===== src/hdl/sids_pkg.sv =====
// Shared types and constants for the searchable screen-identifier stack.
// Holds the command encoding, field widths and the controller/datapath structs.
// No dependencies.
`default_nettype none

package sids_pkg;

  localparam int DEF_STACK_DEPTH = 16;
  localparam int DEF_ID_BITS     = 8;

  // A walk never emits more words than this.
  localparam int MAX_RESULTS = 16;
  localparam int WALK_CNT_W  = $clog2(MAX_RESULTS);

  localparam int OP_W       = 3;
  localparam int SID_W      = 8;
  localparam int LAYER_W    = 4;
  localparam int DEPTH_W    = 5;
  localparam int IN_DATA_W  = 16;
  localparam int OUT_DATA_W = 24;

  typedef enum logic [OP_W-1:0] {
    OP_CLEAR    = 3'd0,
    OP_PUSH     = 3'd1,
    OP_READ_TOP = 3'd2,
    OP_READ_AT  = 3'd3,
    OP_FIND     = 3'd4,
    OP_DELETE   = 3'd5,
    OP_WALK     = 3'd6
  } op_t;

  typedef struct packed {
    logic cmd_load;
    logic fill_clr;
    logic fill_inc;
    logic fill_dec;
    logic push_wr;
    logic shift_wr;
    logic idx_ld_top;
    logic idx_ld_lay;
    logic idx_inc;
    logic idx_dec;
    logic rd_en;
    logic rd_next;
    logic cnt_clr;
    logic cnt_inc;
    logic out_load;
    logic res_ok;
    logic res_use_id;
    logic res_use_lay;
    logic res_last;
  } dp_cmd_t;

  typedef struct packed {
    op_t  op;
    logic full;
    logic empty;
    logic lay_lt_fill;
    logic idx_zero;
    logic next_lt_fill;
    logic hit;
    logic walk_fin;
    logic out_free;
  } dp_stat_t;

endpackage

`default_nettype wire


===== src/hdl/sids_dp.sv =====
// Datapath of the screen-identifier stack: command capture, entry memory,
// fill count, layer index, walk counter and the output word register.
// Depends on sids_pkg.
`default_nettype none

module sids_dp import sids_pkg::*; #(
  parameter int STACK_DEPTH = DEF_STACK_DEPTH,
  parameter int ID_BITS     = DEF_ID_BITS
) (
  input  logic                  clk,
  input  logic                  rst_n,
  input  logic [IN_DATA_W-1:0]  in_data,
  input  dp_cmd_t               cmd,
  output dp_stat_t              stat,
  output logic                  out_valid,
  input  logic                  out_ready,
  output logic [OUT_DATA_W-1:0] out_data,
  output logic                  out_last
);

  localparam int IDX_W = $clog2(STACK_DEPTH);
  localparam int CNT_W = $clog2(STACK_DEPTH + 1);
  localparam int CMP_W = ((CNT_W > LAYER_W) ? CNT_W : LAYER_W) + 1;

  logic [ID_BITS-1:0]    mem_r [STACK_DEPTH];
  logic [ID_BITS-1:0]    rd_data_r;

  op_t                   op_r, op_nxt;
  logic [ID_BITS-1:0]    sid_r, sid_nxt;
  logic [LAYER_W-1:0]    lay_r, lay_nxt;
  logic [CNT_W-1:0]      fill_r, fill_nxt;
  logic [IDX_W-1:0]      idx_r, idx_nxt;
  logic [WALK_CNT_W-1:0] wcnt_r, wcnt_nxt;

  logic                  out_valid_r, out_valid_nxt;
  logic                  out_ok_r, out_ok_nxt;
  logic [SID_W-1:0]      out_sid_r, out_sid_nxt;
  logic [LAYER_W-1:0]    out_lay_r, out_lay_nxt;
  logic [DEPTH_W-1:0]    out_depth_r, out_depth_nxt;
  logic                  out_last_r, out_last_nxt;

  logic                  wr_en;
  logic [IDX_W-1:0]      wr_addr;
  logic [ID_BITS-1:0]    wr_data;
  logic [IDX_W-1:0]      rd_addr;
  logic [CMP_W-1:0]      fill_ext;
  logic [CMP_W-1:0]      next_ext;
  logic                  next_lt_fill;
  logic                  out_free;

  assign fill_ext     = CMP_W'(fill_r);
  assign next_ext     = CMP_W'(idx_r) + CMP_W'(1);
  assign next_lt_fill = next_ext < fill_ext;
  assign out_free     = !out_valid_r || out_ready;

  always_comb begin
    stat.op           = op_r;
    stat.full         = fill_r == CNT_W'(STACK_DEPTH);
    stat.empty        = fill_r == '0;
    stat.lay_lt_fill  = CMP_W'(lay_r) < fill_ext;
    stat.idx_zero     = idx_r == '0;
    stat.next_lt_fill = next_lt_fill;
    stat.hit          = rd_data_r == sid_r;
    stat.walk_fin     = !next_lt_fill || (wcnt_r == WALK_CNT_W'(MAX_RESULTS - 1));
    stat.out_free     = out_free;
  end

  // One write port shared by push and the delete shift; one registered read port.
  assign wr_en   = cmd.push_wr || cmd.shift_wr;
  assign wr_addr = cmd.push_wr ? IDX_W'(fill_r) : idx_r;
  assign wr_data = cmd.push_wr ? sid_r : rd_data_r;
  assign rd_addr = cmd.rd_next ? (idx_r + IDX_W'(1)) : idx_r;

  always_ff @(posedge clk) begin
    if (wr_en) begin
      mem_r[wr_addr] <= wr_data;
    end
    if (cmd.rd_en) begin
      rd_data_r <= mem_r[rd_addr];
    end
  end

  always_comb begin
    op_nxt  = op_r;
    sid_nxt = sid_r;
    lay_nxt = lay_r;
    if (cmd.cmd_load) begin
      op_nxt  = op_t'(in_data[OP_W-1:0]);
      sid_nxt = ID_BITS'(in_data[OP_W +: SID_W]);
      lay_nxt = in_data[OP_W+SID_W +: LAYER_W];
    end

    fill_nxt = fill_r;
    priority if (cmd.fill_clr) begin
      fill_nxt = '0;
    end else if (cmd.fill_inc) begin
      fill_nxt = fill_r + CNT_W'(1);
    end else if (cmd.fill_dec) begin
      fill_nxt = fill_r - CNT_W'(1);
    end

    idx_nxt = idx_r;
    priority if (cmd.idx_ld_top) begin
      idx_nxt = IDX_W'(fill_r - CNT_W'(1));
    end else if (cmd.idx_ld_lay) begin
      idx_nxt = IDX_W'(lay_r);
    end else if (cmd.idx_inc) begin
      idx_nxt = idx_r + IDX_W'(1);
    end else if (cmd.idx_dec) begin
      idx_nxt = idx_r - IDX_W'(1);
    end

    wcnt_nxt = wcnt_r;
    priority if (cmd.cnt_clr) begin
      wcnt_nxt = '0;
    end else if (cmd.cnt_inc) begin
      wcnt_nxt = wcnt_r + WALK_CNT_W'(1);
    end

    out_valid_nxt = out_valid_r;
    out_ok_nxt    = out_ok_r;
    out_sid_nxt   = out_sid_r;
    out_lay_nxt   = out_lay_r;
    out_depth_nxt = out_depth_r;
    out_last_nxt  = out_last_r;
    if (cmd.out_load) begin
      out_valid_nxt = 1'b1;
      out_ok_nxt    = cmd.res_ok;
      out_sid_nxt   = cmd.res_use_id ? SID_W'(rd_data_r) : '0;
      out_lay_nxt   = cmd.res_use_lay ? LAYER_W'(idx_r) : '0;
      out_depth_nxt = DEPTH_W'(fill_r);
      out_last_nxt  = cmd.res_last;
    end else if (out_ready) begin
      out_valid_nxt = 1'b0;
    end
  end

  always_ff @(posedge clk) begin
    if (!rst_n) begin
      fill_r      <= '0;
      out_valid_r <= 1'b0;
    end else begin
      fill_r      <= fill_nxt;
      out_valid_r <= out_valid_nxt;
    end
    op_r        <= op_nxt;
    sid_r       <= sid_nxt;
    lay_r       <= lay_nxt;
    idx_r       <= idx_nxt;
    wcnt_r      <= wcnt_nxt;
    out_ok_r    <= out_ok_nxt;
    out_sid_r   <= out_sid_nxt;
    out_lay_r   <= out_lay_nxt;
    out_depth_r <= out_depth_nxt;
    out_last_r  <= out_last_nxt;
  end

  assign out_valid = out_valid_r;
  assign out_last  = out_last_r;
  assign out_data  = OUT_DATA_W'({out_depth_r, out_lay_r, out_sid_r, out_ok_r});

  a_fill_bound: assert property (@(posedge clk) disable iff (!rst_n)
    fill_r <= CNT_W'(STACK_DEPTH))
    else $error("fill count exceeds the stack depth");

  a_push_room: assert property (@(posedge clk) disable iff (!rst_n)
    cmd.push_wr |-> (fill_r < CNT_W'(STACK_DEPTH)))
    else $error("push written into a full stack");

  a_load_free: assert property (@(posedge clk) disable iff (!rst_n)
    cmd.out_load |-> (!out_valid_r || out_ready))
    else $error("output word overwritten while still pending");

  a_fill_step: assert property (@(posedge clk) disable iff (!rst_n)
    ($past(rst_n) && (fill_r != $past(fill_r))) |->
      ((fill_r == '0) || (fill_r == $past(fill_r) + CNT_W'(1)) ||
       (fill_r == $past(fill_r) - CNT_W'(1))))
    else $error("fill count moved by more than one entry");

endmodule

`default_nettype wire


===== src/hdl/sids_ctrl.sv =====
// Controller of the screen-identifier stack: sequences each command through
// reads, scans, shifts and output words of the datapath.
// Depends on sids_pkg.
`default_nettype none

module sids_ctrl import sids_pkg::*; (
  input  logic     clk,
  input  logic     rst_n,
  input  logic     in_valid,
  output logic     in_ready,
  input  dp_stat_t stat,
  output dp_cmd_t  cmd
);

  typedef enum logic [3:0] {
    S_IDLE,
    S_DECIDE,
    S_READ,
    S_FIND_RD,
    S_FIND_CHK,
    S_DEL_RD,
    S_DEL_WR,
    S_WALK_RD,
    S_WALK_OUT,
    S_EMIT
  } state_t;

  state_t state_r, state_nxt;
  logic   res_ok_r, res_ok_nxt;
  logic   res_id_r, res_id_nxt;
  logic   res_lay_r, res_lay_nxt;

  assign in_ready = state_r == S_IDLE;

  always_comb begin
    cmd         = '0;
    state_nxt   = state_r;
    res_ok_nxt  = res_ok_r;
    res_id_nxt  = res_id_r;
    res_lay_nxt = res_lay_r;

    unique case (state_r)
      S_IDLE: begin
        cmd.cmd_load = in_valid;
        if (in_valid) begin
          state_nxt = S_DECIDE;
        end
      end

      S_DECIDE: begin
        res_ok_nxt  = 1'b0;
        res_id_nxt  = 1'b0;
        res_lay_nxt = 1'b0;
        state_nxt   = S_EMIT;
        unique case (stat.op)
          OP_CLEAR: begin
            cmd.fill_clr = 1'b1;
            res_ok_nxt   = 1'b1;
          end
          OP_PUSH: begin
            if (!stat.full) begin
              cmd.push_wr  = 1'b1;
              cmd.fill_inc = 1'b1;
              res_ok_nxt   = 1'b1;
            end
          end
          OP_READ_TOP: begin
            if (!stat.empty) begin
              cmd.idx_ld_top = 1'b1;
              res_ok_nxt     = 1'b1;
              res_id_nxt     = 1'b1;
              state_nxt      = S_READ;
            end
          end
          OP_READ_AT: begin
            if (stat.lay_lt_fill) begin
              cmd.idx_ld_lay = 1'b1;
              res_ok_nxt     = 1'b1;
              res_id_nxt     = 1'b1;
              state_nxt      = S_READ;
            end
          end
          OP_FIND: begin
            if (!stat.empty) begin
              cmd.idx_ld_top = 1'b1;
              state_nxt      = S_FIND_RD;
            end
          end
          OP_DELETE: begin
            if (stat.lay_lt_fill) begin
              cmd.idx_ld_lay = 1'b1;
              state_nxt      = S_DEL_RD;
            end
          end
          OP_WALK: begin
            if (stat.lay_lt_fill) begin
              cmd.idx_ld_lay = 1'b1;
              cmd.cnt_clr    = 1'b1;
              state_nxt      = S_WALK_RD;
            end
          end
          default: begin
            // Undefined opcode: a single failed word, nothing changes.
          end
        endcase
      end

      S_READ: begin
        cmd.rd_en = 1'b1;
        state_nxt = S_EMIT;
      end

      S_FIND_RD: begin
        cmd.rd_en = 1'b1;
        state_nxt = S_FIND_CHK;
      end

      // The scan runs from the top down, so the first hit is the topmost layer.
      S_FIND_CHK: begin
        priority if (stat.hit) begin
          res_ok_nxt  = 1'b1;
          res_lay_nxt = 1'b1;
          state_nxt   = S_EMIT;
        end else if (stat.idx_zero) begin
          state_nxt = S_EMIT;
        end else begin
          cmd.idx_dec = 1'b1;
          state_nxt   = S_FIND_RD;
        end
      end

      S_DEL_RD: begin
        if (stat.next_lt_fill) begin
          cmd.rd_en   = 1'b1;
          cmd.rd_next = 1'b1;
          state_nxt   = S_DEL_WR;
        end else begin
          cmd.fill_dec = 1'b1;
          res_ok_nxt   = 1'b1;
          state_nxt    = S_EMIT;
        end
      end

      S_DEL_WR: begin
        cmd.shift_wr = 1'b1;
        cmd.idx_inc  = 1'b1;
        state_nxt    = S_DEL_RD;
      end

      S_WALK_RD: begin
        cmd.rd_en = 1'b1;
        state_nxt = S_WALK_OUT;
      end

      S_WALK_OUT: begin
        cmd.res_ok      = 1'b1;
        cmd.res_use_id  = 1'b1;
        cmd.res_use_lay = 1'b1;
        cmd.res_last    = stat.walk_fin;
        if (stat.out_free) begin
          cmd.out_load = 1'b1;
          if (stat.walk_fin) begin
            state_nxt = S_IDLE;
          end else begin
            cmd.idx_inc = 1'b1;
            cmd.cnt_inc = 1'b1;
            state_nxt   = S_WALK_RD;
          end
        end
      end

      S_EMIT: begin
        cmd.res_ok      = res_ok_r;
        cmd.res_use_id  = res_id_r;
        cmd.res_use_lay = res_lay_r;
        cmd.res_last    = 1'b1;
        if (stat.out_free) begin
          cmd.out_load = 1'b1;
          state_nxt    = S_IDLE;
        end
      end

      default: begin
        state_nxt = S_IDLE;
      end
    endcase
  end

  always_ff @(posedge clk) begin
    if (!rst_n) begin
      state_r   <= S_IDLE;
      res_ok_r  <= 1'b0;
      res_id_r  <= 1'b0;
      res_lay_r <= 1'b0;
    end else begin
      state_r   <= state_nxt;
      res_ok_r  <= res_ok_nxt;
      res_id_r  <= res_id_nxt;
      res_lay_r <= res_lay_nxt;
    end
  end

endmodule

`default_nettype wire


===== src/hdl/searchable_id_stack_unit.sv =====
// Searchable stack of screen identifiers: clear, push, read top, read at a
// layer, find, delete at a layer with shift-down, and walk to the top.
//
// Input words arrive on in_tvalid/in_tready/in_tdata, one command per word.
// Result words leave on out_tvalid/out_tready/out_tdata/out_tlast; every
// command gives one word with out_tlast set, except a walk, which gives one
// word per entry from the start layer up and sets out_tlast on the final one.
// Each word reports the stack depth after the command.
//
// One command is handled at a time; in_tready is high only while the
// controller is idle. After accept, a clear, push or failed command passes the
// decode state and then loads its word in the emit state; a read passes a read
// state between the two. Find steps per entry scanned from the top, delete
// per entry shifted down, walk per emitted word: each step is one access of
// the entry memory followed by a compare, a write-back or an output load.
// The output word sits in a register, so the next command is accepted while
// a finished word still waits; when the receiver stalls, the controller holds
// at its next output word until out_tready frees the register.
// Reset empties the stack and drops any pending word; the entry memory itself
// is not cleared, no command reads an entry before it is written.
`default_nettype none

module searchable_id_stack_unit import sids_pkg::*; #(
  parameter int STACK_DEPTH = DEF_STACK_DEPTH,
  parameter int ID_BITS     = DEF_ID_BITS
) (
  input  logic                  clk,
  input  logic                  rst_n,
  input  logic                  in_tvalid,
  output logic                  in_tready,
  input  logic [IN_DATA_W-1:0]  in_tdata,   // op[2:0], screen_id[10:3], layer[14:11]
  output logic                  out_tvalid,
  input  logic                  out_tready,
  output logic [OUT_DATA_W-1:0] out_tdata,  // ok[0], screen_id[8:1], layer[12:9], depth[17:13]
  output logic                  out_tlast
);

  dp_cmd_t  cmd;
  dp_stat_t stat;

  sids_ctrl u_ctrl (
    .clk      (clk),
    .rst_n    (rst_n),
    .in_valid (in_tvalid),
    .in_ready (in_tready),
    .stat     (stat),
    .cmd      (cmd)
  );

  sids_dp #(
    .STACK_DEPTH (STACK_DEPTH),
    .ID_BITS     (ID_BITS)
  ) u_dp (
    .clk       (clk),
    .rst_n     (rst_n),
    .in_data   (in_tdata),
    .cmd       (cmd),
    .stat      (stat),
    .out_valid (out_tvalid),
    .out_ready (out_tready),
    .out_data  (out_tdata),
    .out_last  (out_tlast)
  );

endmodule

`default_nettype wire

===== config.mk =====
export PLATFORM = sky130hd
export DESIGN_NAME = searchable_id_stack_unit
export DESIGN_NICKNAME = d
export VERILOG_FILES = /design/src/hdl/sids_pkg.sv /design/src/hdl/sids_dp.sv /design/src/hdl/sids_ctrl.sv /design/src/hdl/searchable_id_stack_unit.sv
export SDC_FILE = /design/constraint.sdc
export NUM_CORES = 1
export LEC_CHECK = 0
export BUFFER_PORTS_ARGS = -buffer_cell sky130_fd_sc_hd__clkbuf_2
export CELL_PAD_IN_SITES_DETAIL_PLACEMENT = 1
export CELL_PAD_IN_SITES_GLOBAL_PLACEMENT = 2
export CORE_AREA = 4 4 155 157
export CTS_CLUSTER_DIAMETER = 200
export DETAILED_ROUTE_END_ITERATION = 6
export DIE_AREA = 0 0 159 161
export PLACE_DENSITY_LB_ADDON = 0.15
export SLEW_MARGIN = 10
export SYNTH_ARGS = -nofsm -noshare
export SYNTH_HDL_FRONTEND = slang
export SYNTH_SLANG_ARGS = --single-unit

===== constraint.sdc =====
create_clock -name clk -period 4.1 [get_ports clk]
set_clock_uncertainty 0.05 [all_clocks]
set_input_delay 0.205 -clock clk [delete_from_list [all_inputs] [get_ports clk]]
set_output_delay 0.205 -clock clk [all_outputs]
set_load 0.1 [all_outputs]

==> impl_metrics.ini <==
[timing]
period_needed_ns = 3.77
setup_repair_after_global_routing_missed_its_margin = false
maxSlewViolCount = 0
hold_violations = 0
setup_tns_ns = 0
worst_slew_margin_rel_pct = 26.4
setup_viol = 0
worst_pin_slew_ns = 1.10
max_clk_rate_mhz = 265
final.setup.worst_slack_ns = 0.330
period_share_pct = 91.9

[cts]
clk_root_buffer_cell = clkbuf_16
cts_tree = yes
depth_of_the_cts_h_tree = 4
worstSkewPairLatency_ns = 0.45
cts_num_sinks = 191
clock_tree.buffer_depth = 2
clk_pin_slew_ns = 0.08
cts_made_buffers = 17

[cells_and_area]
multi_input_area_mm2 = 0.00373
layout.cells.most_common_list = edfxtp_1, nand2_1, nor2_1
layout.cells.most_common = edfxtp_1
num_antenna_cells = 0
area_growth_syn_to_layout_pct = 15.3
final_area_mm2 = 0.0110
final_layout_size_suffix_gt1_share_pct = 18.3
layout_net_count = 884
num-fill-cells = 2335
ff_latch_area_mm2 = 0.00557

[critical_path]
worstPathRequired_ns = 4.19
minimum_setup_slack_among_reg_to_reg_paths_ns = 0.33
startpoint_type = register
worst_setup_path_end_kind = register
timing.critical_path.fanout_max = 13
criticalPathCategory = register to register
worst_ep_arrival_time_ns = 3.86

[die]
floorplan.initialDensity_pct = 42.4
die_span_in_x_um = 159
io-pin-count = 47
dieArea_mm2 = 0.0256
chipHeight_um = 161
fp-row-count = 55
design.core.area_mm2 = 0.0225

[placed_design]
port_buffers = 39
place.detailed.hpwl_um = 19900
placedInstanceArea_mm2 = 0.0103
post-place-ws_ns = 0.348
global_placer_s_final_weighted_congestion = 0.866

[yosys]
library_cell_with_the_largest_summed_area_after_synthesis = edfxtp_1
synth.lib_cells_used.distinct = 74
synth.area.top_cells = edfxtp_1, mux2i_1, dfxtp_1
async_reset_ff_share_pct = 0
mappedNetlistArea_mm2 = 0.00955
ys_ff_latch = 191
synth_edf_count = 174
synth_flop_cell = edfxtp_1
synth.avg_cell_area_um2 = 12.4
ys.warnings.count = 0
synth_sequential_area_ratio_pct = 58.3
post-synth-top-area-fraction_pct = 54.7
synthesized_instance_count = 770

[pwr]
cellInternalPower_w = 0.00383
totalPowerFinal_w = 0.00630
netSwitchingPower_w = 0.00247
power-per-cell-area_mw_per_mm2 = 572
p_leak_nw = 3.98
combPwrFrac_pct = 33.3
seq_power_share_pct = 40.1
peakVddDrop_mv = 0.311
power_frac_clock_pct = 26.6
power.share.switching_pct = 39.2

[global_routing]
grt_use_total_pct = 22.0
first_pass_grt_wire_length_um = 43600
antenna_found_initial = 0
grt_pass1_vias = 7176
grt_max_degree = 42
globalRoute.totalOverflow = 0

[routing]
drt_wl_cell_um = 24.3
number_of_vias_in_the_routed_layout = 6712
detail_route.iter0.violations = 594
routed-wl-met2_um = 14000
route.top_layer_used = met4
first_pass_iters = 5
route.antenna.remaining_nets = 0
remaining_drc_errors = 0
met3RoutedLength_um = 1060
wirelength_um = 28000
route.detailed.vias_per_inst = 5.84
wirelength_met1_um = 12400

[outcome]
outcome = complete, no violations

[job]
max_cap_check_violation_count = 0

[min_path]
worst_hold_path_type = input port to register
[cells by family after synthesis]
| logic type | count (synthesis) | share of synthesized area (%) |
|---|---|---|
| xor gates and xnor gates | 24 | 2.20 |
| and+or+nand+nor | 233 | 11.7 |
| AOI/OAI and AO/OA | 168 | 13.3 |
| buffers and inverters | 59 | 2.96 |
| muxes | 82 | 9.92 |
| other | 1 | 0.0393 |
| DFF | 191 | 58.3 |
| adders and majority gates | 12 | 1.57 |
[cells in the mapped netlist, types with 12 or more instances]
library cell  number
mux2i_1           62
a211oi_1          15
nor3_1            12
ha_1              12
a22oi_1           13
nand2b_1          12
nand2_1           68
nor2b_1           14
nand3_1           12
clkbuf_1          16
xnor2_1           17
inv_1             16
a21oi_1           33
edfxtp_1         174
and2_1            21
nor2_1            64
dfxtp_1           17
[registers in the layout (all words and copies together), names as in the netlist, 4 cells and up]
register,flops
u_dp.out_sid_r,8
u_dp.lay_r,4
u_dp.out_lay_r,4
u_dp.rd_data_r,8
u_dp.mem_r,128
u_dp.wcnt_r,4
u_dp.out_depth_r,5
u_dp.fill_r,5
u_ctrl.state_r,4
u_dp.sid_r,8
u_dp.idx_r,4
[cell type report]
type / instances / area share (%)
Clock inverter: 15 / 1.56
Multi-Input combinational cell: 525 / 33.9
Sequential cell: 191 / 50.6
Tap cell: 285 / 3.24
Clock buffer: 17 / 3.87
Timing Repair Buffer: 100 / 6.28
Inverter: 17 / 0.580
[worst max-delay path, cell delays in order (launching register included)]
cell and delay (ns):
edfxtp_1 0.42, inv_1 0.15, nor2_1 0.15, nand2_1 0.10, xnor2_1 0.13, ha_1 0.32
o211ai_1 0.20, o21a_1 0.30, o21ai_4 0.56, mux2i_1 0.36, a211oi_1 0.13, o41ai_1 0.38
nand3b_1 0.21
[final timing paths]
path                                    end  cells after the start                        start
min          u_ctrl.state_r[3]$_SDFFE_PN0P_                      2                        rst_n
max             u_dp.rd_data_r[1]$_DFFE_PP_                     12      u_dp.idx_r[0]$_DFFE_PP_
max reg2reg     u_dp.rd_data_r[1]$_DFFE_PP_                     12      u_dp.idx_r[0]$_DFFE_PP_
min reg2reg     u_dp.wcnt_r[3]$_SDFFE_PP0P_                      2  u_dp.wcnt_r[3]$_SDFFE_PP0P_
[power groups by stage]
stage          registers, W  logic, W  clock network (W)
2_1_floorplan       0.00280   0.00123                  0
3_3_place_gp        0.00255   0.00203                  0
3_5_place_dp        0.00257   0.00208                  0
4_1_cts             0.00252   0.00211            0.00170
5_1_grt             0.00254   0.00226            0.00179
6_report            0.00252   0.00210            0.00168
[per-layer routing]
| layer | global-route usage [%] | vias to the layer above |
|---|---|---|
| met1 | 29.3 | 3403 |
| met5 | 0 | - |
| met3 | 3.11 | 39 |
| met2 | 38.0 | 157 |
| met4 | 6.39 | 0 |
| li1 | - | 3113 |
[timing repair]
action	CTS	global route
hold buffers	15	0
gates resized for setup	0	0
hold endpoints to repair	15	0
setup buffers	0	0
[per-stage QoR]
| step | std cells | util, % | hold WS, ns |
|---|---|---|---|
| finish | 1150 | 48.9 | 0.0546 |
| global placement | 1103 | 45.6 | 0.333 |
| floorplan | 775 | - | 0.254 |
| global route | 1150 | 48.9 | 0.0708 |
| CTS | 1150 | 48.9 | 0.0467 |
| detailed placement | 1103 | 45.6 | 0.334 |
(Power assumes the default switching activity.)
